--- config.mk ---
export PLATFORM = sky130hd
export DESIGN_NAME = bitmap_slot_allocator
export DESIGN_NICKNAME = d
export VERILOG_FILES = /design/src/sv/bsa_pkg.sv /design/src/sv/bitmap_slot_allocator.sv /design/src/sv/bsa_map.sv /design/src/sv/bsa_arith.sv
export SDC_FILE = /design/constraint.sdc
export NUM_CORES = 2
export LEC_CHECK = 0
export BUFFER_PORTS_ARGS = -buffer_cell sky130_fd_sc_hd__buf_2
export CORE_MARGIN = 1.5
export CORE_UTILIZATION = 50
export DETAILED_ROUTE_END_ITERATION = 7
export HOLD_SLACK_MARGIN = 0.15
export PLACE_DENSITY = 0.73
export SYNTH_ARGS = -nofsm -noshare
export SYNTH_HDL_FRONTEND = slang
export SYNTH_SLANG_ARGS = --single-unit
--- constraint.sdc ---
create_clock -name clock -period 9.4 [get_ports clock]
set_input_delay 1.41 -clock clock [delete_from_list [all_inputs] [get_ports clock]]
set_output_delay 1.41 -clock clock [all_outputs]
set_load 0.01 [all_outputs]
--- src/sv/bsa_pkg.sv ---
`timescale 1ns / 1ps
`default_nettype none
// ----------------------------------------------------------------------------
// Bitmap slot allocator package
// Shared sizes, status codes, register indexes, sequencer states and the
// control types that pass between the allocator's modules.
// ----------------------------------------------------------------------------
package bsa_pkg;

   localparam int MAX_SLOTS  = 1024;
   localparam int WORD_BITS  = 64;
   localparam int MAP_WORDS  = (MAX_SLOTS + WORD_BITS - 1) / WORD_BITS;
   localparam int WORD_IDX_W = $clog2(MAP_WORDS);
   localparam int BIT_IDX_W  = $clog2(WORD_BITS);
   localparam int SLOT_W     = $clog2(MAX_SLOTS);
   localparam int COUNT_W    = SLOT_W + 1;
   localparam int ADDR_W     = 64;
   localparam int SIZE_W     = 32;
   localparam int PROD_W     = SIZE_W + SLOT_W;
   localparam int DIV_STEPS  = SLOT_W + 1;
   localparam int STEP_W     = $clog2(DIV_STEPS);
   localparam int CSR_IDX_W  = 2;

   localparam logic [1:0] STATUS_ALLOCATED = 2'd0;
   localparam logic [1:0] STATUS_NONE_FREE = 2'd1;
   localparam logic [1:0] STATUS_FREED     = 2'd2;
   localparam logic [1:0] STATUS_RANGE     = 2'd3;

   localparam logic [CSR_IDX_W-1:0] CSR_BUFFER_BASE = 2'd0;
   localparam logic [CSR_IDX_W-1:0] CSR_SLOT_SIZE   = 2'd1;
   localparam logic [CSR_IDX_W-1:0] CSR_SLOT_COUNT  = 2'd2;

   localparam logic [ADDR_W-1:0]  RESET_BUFFER_BASE = '0;
   localparam logic [SIZE_W-1:0]  RESET_SLOT_SIZE   = 32'd64;
   localparam logic [COUNT_W-1:0] RESET_SLOT_COUNT  = COUNT_W'(MAX_SLOTS);

   typedef enum logic [2:0] {
      ST_IDLE,
      ST_SCAN,
      ST_MUL,
      ST_ADD,
      ST_FSUB,
      ST_DIV,
      ST_FMARK,
      ST_RESP
   } state_type;

   typedef enum logic [2:0] {
      AOP_NONE,
      AOP_MUL,
      AOP_ADD,
      AOP_LOAD_DIFF,
      AOP_DIV_STEP
   } arith_op_type;

   typedef struct packed {
      logic                  clr;
      logic                  set;
      logic [WORD_IDX_W-1:0] word;
      logic [BIT_IDX_W-1:0]  bit_sel;
   } map_cmd_type;

   typedef struct packed {
      logic                 found;
      logic [BIT_IDX_W-1:0] bit_sel;
   } map_scan_type;

endpackage
`default_nettype wire

--- src/sv/bitmap_slot_allocator.sv ---
`timescale 1ns / 1ps
`default_nettype none
// ----------------------------------------------------------------------------
// Bitmap slot allocator
// Hands out the lowest free fixed-size slot of a buffer and takes slots back
// by address.
//
// Requests arrive on the req_ channel (opcode 0 allocates, opcode 1 frees the
// slot holding req_slot_address); each item gives exactly one rsp_ item.
// Registers are written through csr_we, csr_index and csr_wdata; the user
// must write them only while idle, which the block itself does not enforce.
// One item is worked on at a time; req_stall is high from acceptance until
// the result is placed in the output register. An allocate scans one
// 64-bit map word per cycle, then multiplies and adds. A free subtracts the
// base and runs an 11-step restoring divide, one quotient bit per cycle, or
// ends early when the address is rejected. The next item is accepted in the
// cycle after the result registers.
// While rsp_stall holds, the result waits in the output register and a new
// item may be accepted and worked on up to its own result.
// Reset marks every slot free and loads base 0, slot size 64, slot count 1024.
// ----------------------------------------------------------------------------
module bitmap_slot_allocator (
   input  wire logic                            clock,
   input  wire logic                            reset,
   input  wire logic                            req_valid,
   output logic                                 req_stall,
   input  wire logic                            req_opcode,
   input  wire logic [bsa_pkg::ADDR_W-1:0]      req_slot_address,
   output logic                                 rsp_valid,
   input  wire logic                            rsp_stall,
   output logic [1:0]                           rsp_status,
   output logic [bsa_pkg::ADDR_W-1:0]           rsp_granted_address,
   output logic [bsa_pkg::SLOT_W-1:0]           rsp_slot_number,
   input  wire logic                            csr_we,
   input  wire logic [bsa_pkg::CSR_IDX_W-1:0]   csr_index,
   input  wire logic [bsa_pkg::ADDR_W-1:0]      csr_wdata
);

   bsa_pkg::state_type             state_ff, state_in;
   logic [bsa_pkg::ADDR_W-1:0]     base_ff;
   logic [bsa_pkg::SIZE_W-1:0]     size_ff;
   logic [bsa_pkg::COUNT_W-1:0]    count_ff;
   logic [bsa_pkg::COUNT_W-1:0]    active_count;
   logic [bsa_pkg::WORD_IDX_W-1:0] word_ff, word_in;
   logic [bsa_pkg::STEP_W-1:0]     step_ff, step_in;
   logic [bsa_pkg::ADDR_W-1:0]     addr_ff, addr_in;
   logic [1:0]                     res_status_ff, res_status_in;
   logic [bsa_pkg::SLOT_W-1:0]     res_slot_ff, res_slot_in;
   logic                           rsp_valid_ff, rsp_valid_in;
   logic [1:0]                     rsp_status_ff, rsp_status_in;
   logic [bsa_pkg::ADDR_W-1:0]     rsp_gaddr_ff, rsp_gaddr_in;
   logic [bsa_pkg::SLOT_W-1:0]     rsp_slot_ff, rsp_slot_in;
   logic                           accept;
   logic                           out_free;
   logic                           last_word;
   logic                           last_step;
   bsa_pkg::map_cmd_type           map_cmd;
   bsa_pkg::map_scan_type          scan;
   bsa_pkg::arith_op_type          aop;
   logic                           ge;
   logic [bsa_pkg::SLOT_W-1:0]     quotient;
   logic [bsa_pkg::ADDR_W-1:0]     gaddr;

   assign active_count = (count_ff > bsa_pkg::COUNT_W'(bsa_pkg::MAX_SLOTS))
                         ? bsa_pkg::COUNT_W'(bsa_pkg::MAX_SLOTS) : count_ff;
   assign req_stall = (state_ff != bsa_pkg::ST_IDLE);
   assign accept    = req_valid && !req_stall;
   assign out_free  = !rsp_valid_ff || !rsp_stall;
   assign last_word = (word_ff == bsa_pkg::WORD_IDX_W'(bsa_pkg::MAP_WORDS - 1));
   assign last_step = (step_ff == bsa_pkg::STEP_W'(bsa_pkg::DIV_STEPS - 1));

   bsa_map u_map (
      .clock     (clock),
      .reset     (reset),
      .scan_word (word_ff),
      .count     (active_count),
      .cmd       (map_cmd),
      .scan      (scan)
   );

   bsa_arith u_arith (
      .clock    (clock),
      .aop      (aop),
      .base     (base_ff),
      .size     (size_ff),
      .addr     (addr_ff),
      .slot     (res_slot_ff),
      .ge       (ge),
      .quotient (quotient),
      .gaddr    (gaddr)
   );

   always_comb begin
      state_in = state_ff;
      case (state_ff)
         bsa_pkg::ST_IDLE: begin
            if (accept) begin
               state_in = req_opcode ? bsa_pkg::ST_FSUB : bsa_pkg::ST_SCAN;
            end
         end
         bsa_pkg::ST_SCAN: begin
            if (scan.found) begin
               state_in = bsa_pkg::ST_MUL;
            end else if (last_word) begin
               state_in = bsa_pkg::ST_RESP;
            end
         end
         bsa_pkg::ST_MUL: begin
            state_in = bsa_pkg::ST_ADD;
         end
         bsa_pkg::ST_ADD: begin
            state_in = bsa_pkg::ST_RESP;
         end
         bsa_pkg::ST_FSUB: begin
            if (!ge || size_ff == '0) begin
               state_in = bsa_pkg::ST_RESP;
            end else begin
               state_in = bsa_pkg::ST_DIV;
            end
         end
         bsa_pkg::ST_DIV: begin
            if (step_ff == '0 && ge) begin
               state_in = bsa_pkg::ST_RESP;
            end else if (last_step) begin
               state_in = bsa_pkg::ST_FMARK;
            end
         end
         bsa_pkg::ST_FMARK: begin
            state_in = bsa_pkg::ST_RESP;
         end
         bsa_pkg::ST_RESP: begin
            if (out_free) begin
               state_in = bsa_pkg::ST_IDLE;
            end
         end
         default: begin
            state_in = bsa_pkg::ST_IDLE;
         end
      endcase
   end

   always_comb begin
      word_in       = word_ff;
      step_in       = step_ff;
      addr_in       = addr_ff;
      res_status_in = res_status_ff;
      res_slot_in   = res_slot_ff;
      rsp_valid_in  = rsp_valid_ff && rsp_stall;
      rsp_status_in = rsp_status_ff;
      rsp_gaddr_in  = rsp_gaddr_ff;
      rsp_slot_in   = rsp_slot_ff;
      map_cmd       = '0;
      aop           = bsa_pkg::AOP_NONE;
      case (state_ff)
         bsa_pkg::ST_IDLE: begin
            if (accept) begin
               addr_in = req_slot_address;
               word_in = '0;
            end
         end
         bsa_pkg::ST_SCAN: begin
            if (scan.found) begin
               map_cmd.clr   = 1'b1;
               map_cmd.word  = word_ff;
               map_cmd.bit_sel = scan.bit_sel;
               res_status_in = bsa_pkg::STATUS_ALLOCATED;
               res_slot_in   = bsa_pkg::SLOT_W'({word_ff, scan.bit_sel});
            end else if (last_word) begin
               res_status_in = bsa_pkg::STATUS_NONE_FREE;
               res_slot_in   = '0;
            end else begin
               word_in = word_ff + bsa_pkg::WORD_IDX_W'(1);
            end
         end
         bsa_pkg::ST_MUL: begin
            aop = bsa_pkg::AOP_MUL;
         end
         bsa_pkg::ST_ADD: begin
            aop = bsa_pkg::AOP_ADD;
         end
         bsa_pkg::ST_FSUB: begin
            aop     = bsa_pkg::AOP_LOAD_DIFF;
            step_in = '0;
            if (!ge || size_ff == '0) begin
               res_status_in = bsa_pkg::STATUS_RANGE;
               res_slot_in   = '0;
            end
         end
         bsa_pkg::ST_DIV: begin
            aop     = bsa_pkg::AOP_DIV_STEP;
            step_in = step_ff + bsa_pkg::STEP_W'(1);
            if (step_ff == '0 && ge) begin
               res_status_in = bsa_pkg::STATUS_RANGE;
               res_slot_in   = '0;
            end
         end
         bsa_pkg::ST_FMARK: begin
            if ({1'b0, quotient} >= active_count) begin
               res_status_in = bsa_pkg::STATUS_RANGE;
               res_slot_in   = '0;
            end else begin
               map_cmd.set     = 1'b1;
               map_cmd.word    = quotient[bsa_pkg::SLOT_W-1:bsa_pkg::BIT_IDX_W];
               map_cmd.bit_sel = quotient[bsa_pkg::BIT_IDX_W-1:0];
               res_status_in   = bsa_pkg::STATUS_FREED;
               res_slot_in     = quotient;
            end
         end
         bsa_pkg::ST_RESP: begin
            if (out_free) begin
               rsp_valid_in  = 1'b1;
               rsp_status_in = res_status_ff;
               rsp_slot_in   = res_slot_ff;
               rsp_gaddr_in  = (res_status_ff == bsa_pkg::STATUS_ALLOCATED) ? gaddr : '0;
            end
         end
         default: begin
         end
      endcase
   end

   always_ff @(posedge clock) begin
      if (reset) begin
         state_ff     <= bsa_pkg::ST_IDLE;
         rsp_valid_ff <= 1'b0;
         base_ff      <= bsa_pkg::RESET_BUFFER_BASE;
         size_ff      <= bsa_pkg::RESET_SLOT_SIZE;
         count_ff     <= bsa_pkg::RESET_SLOT_COUNT;
      end else begin
         state_ff     <= state_in;
         rsp_valid_ff <= rsp_valid_in;
         if (csr_we) begin
            case (csr_index)
               bsa_pkg::CSR_BUFFER_BASE: base_ff  <= csr_wdata;
               bsa_pkg::CSR_SLOT_SIZE:   size_ff  <= csr_wdata[bsa_pkg::SIZE_W-1:0];
               bsa_pkg::CSR_SLOT_COUNT:  count_ff <= csr_wdata[bsa_pkg::COUNT_W-1:0];
               default: begin
               end
            endcase
         end
      end
   end

   always_ff @(posedge clock) begin
      word_ff       <= word_in;
      step_ff       <= step_in;
      addr_ff       <= addr_in;
      res_status_ff <= res_status_in;
      res_slot_ff   <= res_slot_in;
      rsp_status_ff <= rsp_status_in;
      rsp_gaddr_ff  <= rsp_gaddr_in;
      rsp_slot_ff   <= rsp_slot_in;
   end

   assign rsp_valid           = rsp_valid_ff;
   assign rsp_status          = rsp_status_ff;
   assign rsp_granted_address = rsp_gaddr_ff;
   assign rsp_slot_number     = rsp_slot_ff;

   a_accept_busy: assert property (@(posedge clock) disable iff (reset)
      accept |=> state_ff != bsa_pkg::ST_IDLE)
      else $error("Accepted item did not start the sequencer.");

   a_resp_load: assert property (@(posedge clock) disable iff (reset)
      (state_ff == bsa_pkg::ST_RESP) && out_free |=>
         rsp_valid && (state_ff == bsa_pkg::ST_IDLE))
      else $error("Result was not loaded into the output register.");

   a_gaddr_zero: assert property (@(posedge clock) disable iff (reset)
      rsp_valid && (rsp_status != bsa_pkg::STATUS_ALLOCATED) |->
         rsp_granted_address == '0)
      else $error("Granted address is nonzero on a non-allocate result.");

   a_slot_zero: assert property (@(posedge clock) disable iff (reset)
      rsp_valid && (rsp_status == bsa_pkg::STATUS_NONE_FREE ||
                    rsp_status == bsa_pkg::STATUS_RANGE) |->
         rsp_slot_number == '0)
      else $error("Slot number is nonzero on a failed request.");

   a_div_bound: assert property (@(posedge clock) disable iff (reset)
      (state_ff == bsa_pkg::ST_DIV) |->
         step_ff <= bsa_pkg::STEP_W'(bsa_pkg::DIV_STEPS - 1))
      else $error("Divide step counter ran past its last step.");

endmodule
`default_nettype wire

--- src/sv/bsa_map.sv ---
`timescale 1ns / 1ps
`default_nettype none
// ----------------------------------------------------------------------------
// Free map storage and word scan
// Holds one bit per slot, set while the slot is free. Masks the scanned word
// to the active slot count and finds its lowest free bit.
// ----------------------------------------------------------------------------
module bsa_map (
   input  wire logic                           clock,
   input  wire logic                           reset,
   input  wire logic [bsa_pkg::WORD_IDX_W-1:0] scan_word,
   input  wire logic [bsa_pkg::COUNT_W-1:0]    count,
   input  wire bsa_pkg::map_cmd_type           cmd,
   output bsa_pkg::map_scan_type               scan
);

   logic [bsa_pkg::WORD_BITS-1:0] map_ff [bsa_pkg::MAP_WORDS];
   logic [bsa_pkg::WORD_BITS-1:0] mask;
   logic [bsa_pkg::WORD_BITS-1:0] avail;
   logic [bsa_pkg::WORD_BITS-1:0] lowest;
   logic [bsa_pkg::COUNT_W-1:0]   first;
   logic [bsa_pkg::COUNT_W-1:0]   left;
   logic [bsa_pkg::BIT_IDX_W-1:0] idx;

   always_comb begin
      first = bsa_pkg::COUNT_W'({scan_word, bsa_pkg::BIT_IDX_W'(0)});
      left  = count - first;
      if (count <= first) begin
         mask = '0;
      end else if (left >= bsa_pkg::COUNT_W'(bsa_pkg::WORD_BITS)) begin
         mask = '1;
      end else begin
         mask = (bsa_pkg::WORD_BITS'(1) << left[bsa_pkg::BIT_IDX_W-1:0])
                - bsa_pkg::WORD_BITS'(1);
      end
      avail  = map_ff[scan_word] & mask;
      lowest = avail & (~avail + bsa_pkg::WORD_BITS'(1));
      idx    = '0;
      for (int i = 0; i < bsa_pkg::WORD_BITS; i++) begin
         if (lowest[i]) begin
            idx = idx | bsa_pkg::BIT_IDX_W'(i);
         end
      end
      scan.found   = |avail;
      scan.bit_sel = idx;
   end

   always_ff @(posedge clock) begin
      if (reset) begin
         for (int w = 0; w < bsa_pkg::MAP_WORDS; w++) begin
            map_ff[w] <= '1;
         end
      end else if (cmd.clr) begin
         map_ff[cmd.word] <= map_ff[cmd.word]
                             & ~(bsa_pkg::WORD_BITS'(1) << cmd.bit_sel);
      end else if (cmd.set) begin
         map_ff[cmd.word] <= map_ff[cmd.word]
                             | (bsa_pkg::WORD_BITS'(1) << cmd.bit_sel);
      end
   end

endmodule
`default_nettype wire

--- src/sv/bsa_arith.sv ---
`timescale 1ns / 1ps
`default_nettype none
// ----------------------------------------------------------------------------
// Shared arithmetic unit
// One 64-bit add/subtract serves the grant address sum, the address offset
// and each restoring divide step; a small multiplier forms slot times size.
// ----------------------------------------------------------------------------
module bsa_arith (
   input  wire logic                        clock,
   input  wire bsa_pkg::arith_op_type       aop,
   input  wire logic [bsa_pkg::ADDR_W-1:0]  base,
   input  wire logic [bsa_pkg::SIZE_W-1:0]  size,
   input  wire logic [bsa_pkg::ADDR_W-1:0]  addr,
   input  wire logic [bsa_pkg::SLOT_W-1:0]  slot,
   output logic                             ge,
   output logic [bsa_pkg::SLOT_W-1:0]       quotient,
   output logic [bsa_pkg::ADDR_W-1:0]       gaddr
);

   logic [bsa_pkg::ADDR_W-1:0] rem_ff, rem_in;
   logic [bsa_pkg::PROD_W-1:0] dvs_ff, dvs_in;
   logic [bsa_pkg::SLOT_W-1:0] q_ff, q_in;
   logic [bsa_pkg::PROD_W-1:0] prod_ff, prod_in;
   logic [bsa_pkg::ADDR_W-1:0] gaddr_ff, gaddr_in;
   logic [bsa_pkg::ADDR_W-1:0] op_a;
   logic [bsa_pkg::ADDR_W-1:0] op_b;
   logic                       sub;
   logic [bsa_pkg::ADDR_W:0]   sum;

   always_comb begin
      op_a = '0;
      op_b = '0;
      sub  = 1'b0;
      case (aop)
         bsa_pkg::AOP_ADD: begin
            op_a = base;
            op_b = bsa_pkg::ADDR_W'(prod_ff);
         end
         bsa_pkg::AOP_LOAD_DIFF: begin
            op_a = addr;
            op_b = base;
            sub  = 1'b1;
         end
         bsa_pkg::AOP_DIV_STEP: begin
            op_a = rem_ff;
            op_b = bsa_pkg::ADDR_W'(dvs_ff);
            sub  = 1'b1;
         end
         default: begin
         end
      endcase
      sum = {1'b0, op_a} + {1'b0, (sub ? ~op_b : op_b)}
            + (bsa_pkg::ADDR_W + 1)'(sub);
      ge  = sum[bsa_pkg::ADDR_W];
   end

   always_comb begin
      rem_in   = rem_ff;
      dvs_in   = dvs_ff;
      q_in     = q_ff;
      prod_in  = prod_ff;
      gaddr_in = gaddr_ff;
      case (aop)
         bsa_pkg::AOP_MUL: begin
            prod_in = bsa_pkg::PROD_W'(slot) * bsa_pkg::PROD_W'(size);
         end
         bsa_pkg::AOP_ADD: begin
            gaddr_in = sum[bsa_pkg::ADDR_W-1:0];
         end
         bsa_pkg::AOP_LOAD_DIFF: begin
            rem_in = sum[bsa_pkg::ADDR_W-1:0];
            dvs_in = {size, bsa_pkg::SLOT_W'(0)};
            q_in   = '0;
         end
         bsa_pkg::AOP_DIV_STEP: begin
            if (ge) begin
               rem_in = sum[bsa_pkg::ADDR_W-1:0];
            end
            q_in   = {q_ff[bsa_pkg::SLOT_W-2:0], ge};
            dvs_in = dvs_ff >> 1;
         end
         default: begin
         end
      endcase
   end

   always_ff @(posedge clock) begin
      rem_ff   <= rem_in;
      dvs_ff   <= dvs_in;
      q_ff     <= q_in;
      prod_ff  <= prod_in;
      gaddr_ff <= gaddr_in;
   end

   assign quotient = q_ff;
   assign gaddr    = gaddr_ff;

endmodule
`default_nettype wire
==> flow_summary.toml <==
[synthesis]
synth-edff-count = 1406
ys_ff_latch = 1521
synth_flop_cell = "edfxtp_1"
avgSynthCellArea_um2 = 11.3
synth_nets = 8690
yosys_warnings = 0
synth_cells = 8156
ys_async_sr_fraction_pct = 0
synth_area_mm2 = 0.0923
yosysSeqAreaShare_pct = 48.2
synth_cell_types = 116

[finish]
ff_latch_area_mm2 = 0.0445
final_util_pct = 55.3
fin_cells = 10700
drive_above_1_share_pct = 15.7
syn_to_final_growth_pct = 9.71
mostFrequentLayoutCells = "edfxtp_1 (1406), nand2_1 (1049), o21ai_0 (985), mux2i_1 (411), a21oi_1 (322)"
multiInputGateArea_mm2 = 0.0438
final_common_cell = "edfxtp_1"
fin_nets = 8630
fill_cells = 15000

[worst_setup_path]
crit_start = "count_ff[1]$_SDFFE_PP0P_"
cp_slowest_stage_delay_ns = 1.20
worstPathMaxFanout = 22
cp_cell_sequence = "nor2_1 -> nand4_1 -> a21oi_1 -> or2_2 -> ha_1 -> o21a_1 -> and3_1 -> mux2_1 -> a221oi_1 -> a2111o_1 -> nand3b_1 -> nor3_4 -> nand4_2 -> o21ai_4 -> o21bai_1 -> nand2_1 -> nor2_1 -> buf_4 -> a311oi_2 -> o21ai_0"
cp.required_ns = 10.05
cp.arrival_ns = 9.37
crit_top_cell = "nor2_1"
crit_slowest_cell = "nor2_1"
crit_path_end_kind = "flop"
path_class = "reg -> reg"
crit_path_start_kind = "flop"
r2r-start = "count_ff[1]$_SDFFE_PP0P_"

[placement]
numPortBuffers = 213
dp.cells = 10400
globalplace.congestion = 0.989
hpwl_mm = 195
dp_slack_ns = 0.965

[cts]
post_cts_resized = 0
clock_latency_ns = 0.85
clkSinkCount = 1521
clk_pin_slew_ns = 0.06
ctsHoldBuffers = 0
cts_buffers = 161
cts_root_buffer = "clkbuf_16"
htree_levels = 4
cts_max_path_buffers = 3
tritoncts = "yes"
cts_setup_buffers = 0

[global_routing]
grt_util_all_layers_pct = 33.5
gr-total-overflow = 0
grt_antenna_before_repair = 21
grt_pass1_vias = 70900
grt_max_degree = 125
grt_pass1_wl_mm = 463

[drt]
postRouteAntennaNets = 0
drt_iter0_drc = 12300
via_count = 73700
met2_length_mm = 138
drt-total-wl_mm = 322
met1Wirelength_mm = 113
top_layer = "met5"
routedWlPerCell_um = 30.1
wl_met3_mm = 49.2
vias_per_cell = 6.89
firstDrtPassIters = 7
drc = 0

[sta]
fin_setup_tns_ns = 0
grt_setup_unrepaired = "false"
slew_violations = 5
worst_slack_ns = 0.677
period_share_pct = 92.8
hold_viol_final = 0
worst_pin_slew_ns = 1.56
period_needed_ns = 8.72
clock.fmax_mhz = 115
setup_viol = 0
relSlewSlack_pct = -4.45
finalClockSkew_ns = 0.0683

[floorplan]
initial_core_util_pct = 50.4
ios = 214
die_w_um = 433
die_y_um = 433
dieArea_mm2 = 0.187
coreArea_mm2 = 0.183
rows = 157

[power]
leakage_nw = 32.3
peakVddDrop_mv = 0.217
power_density_mw_per_mm2 = 244

[worst_hold_path]
min_from = "base_ff[7]$_SDFFE_PP0P_"
hp-class = "reg -> reg"

[run_status]
outcome = "finished with violations"
violations = "max-capacitance violations, max-slew violations"

[flow_run]
cap_violations = 1
==> sequential cells by signal, summed over array words and instances, names as in the netlist, named ones only <==
name	cells
rsp_valid	1
rsp_status	2
u_arith.quotient	10
rsp_granted_address	64
base_ff	64
u_arith.gaddr	64
count_ff	11
step_ff	4
state_ff	3
u_map.map_ff	1024
u_arith.dvs_ff	42
res_status_ff	2
size_ff	32
addr_ff	64
u_arith.rem_ff	64
rsp_slot_number	10
res_slot_ff	10
word_ff	4
u_arith.prod_ff	42
==> path summary, 6_finish.rpt <==
path	end	slack, ns	cells after the start
max	u_map.map_ff[13][50]$_SDFFCE_PN1P_	0.68	20
min reg2reg	base_ff[7]$_SDFFE_PP0P_	0.48	2
min	base_ff[7]$_SDFFE_PP0P_	0.48	2
max reg2reg	u_map.map_ff[13][50]$_SDFFCE_PN1P_	0.68	20
==> synth_stat cells (all sizes together), types with 29 or more instances <==
master	n	area share [%]
edfxtp	1406	46
o21ai	1244	7.0
nand2	1049	4.3
clkbuf	467	1.9
mux2i	411	4.5
a21oi	329	1.8
mux4	303	7.4
inv	269	1.1
buf	249	1.7
and2	244	1.7
fa	240	5.2
nand3	203	1.1
nor2	165	0.68
ha	158	2.1
o22ai	128	0.87
dfxtp	115	2.5
and3	89	0.60
a311oi	87	1.0
nor3	87	0.51
xnor2	76	0.72
a21o	55	0.45
mux2	55	0.67
nor4	52	0.48
o211ai	52	0.43
a22o	43	0.41
nand4	39	0.31
a311o	37	0.40
xor2	36	0.34
nand2b	35	0.24
a21boi	33	0.27
a211oi	31	0.27
a31oi	30	0.20
or2	30	0.20
o21a	29	0.24
==> metal layers <==
metal	GRT usage [%]	vias to the layer above
met1	43.4	35600
li1	-	30500
met3	10.8	1420
met2	49.5	6219
met5	0	-
met4	19.0	24
==> area by class of cell <==
cell class                 instances  share of cell area, %
clock buffer                     206                   4.25
antenna                           10                 0.0247
inverter                         270                   1.00
sequential                      1521                   44.0
multi-input combinational       5649                   43.2
timing repair buffer             493                   3.71
clock inverter                    91                  0.746
tap                             2464                   3.04
==> through the flow <==
stage | instance area (um2) | power [mW] | hold WS, ns
6_report | 101000 | 24.7 | 0.475
5_1_grt | 101000 | 25.5 | 0.496
4_1_cts | 101000 | 24.4 | 0.476
3_5_place_dp | 96200 | 18.2 | 0.467
3_3_place_gp | 96200 | 18.0 | 0.461
2_1_floorplan | 92300 | 15.3 | 0.427
==> critical path, delay by kind of cell, from the launching register on <==
family | cells | cell delay, ns
multiplexers | 1 | 0.35
buffers and inverters | 1 | 0.44
adder cells (fa/ha/maj) | 1 | 0.28
AND/OR/NAND/NOR | 9 | 3.57
flip-flops | 1 | 0.58
AO/OA/AOI/OAI | 8 | 3.28
==> kinds of logic after synthesis <==
kind of cell               count (synthesis)  synth area share (%)
AOI/OAI and AO/OA                       2283                  15.2
xor gates and xnor gates                 112                  1.06
adders and majority gates                399                  7.36
buffers and inverters                    986                  4.74
DFF                                     1521                  48.2
muxes                                    769                  12.5
and+or+nand+nor                         2086                  10.8
==> power by group <==
| part | internal (mW) | switching, mW |
|---|---|---|
| combinational | 3.14 | 6.62 |
| clock | 3.43 | 2.80 |
| sequential | 8.19 | 0.566 |
(Power assumes the default switching activity.)
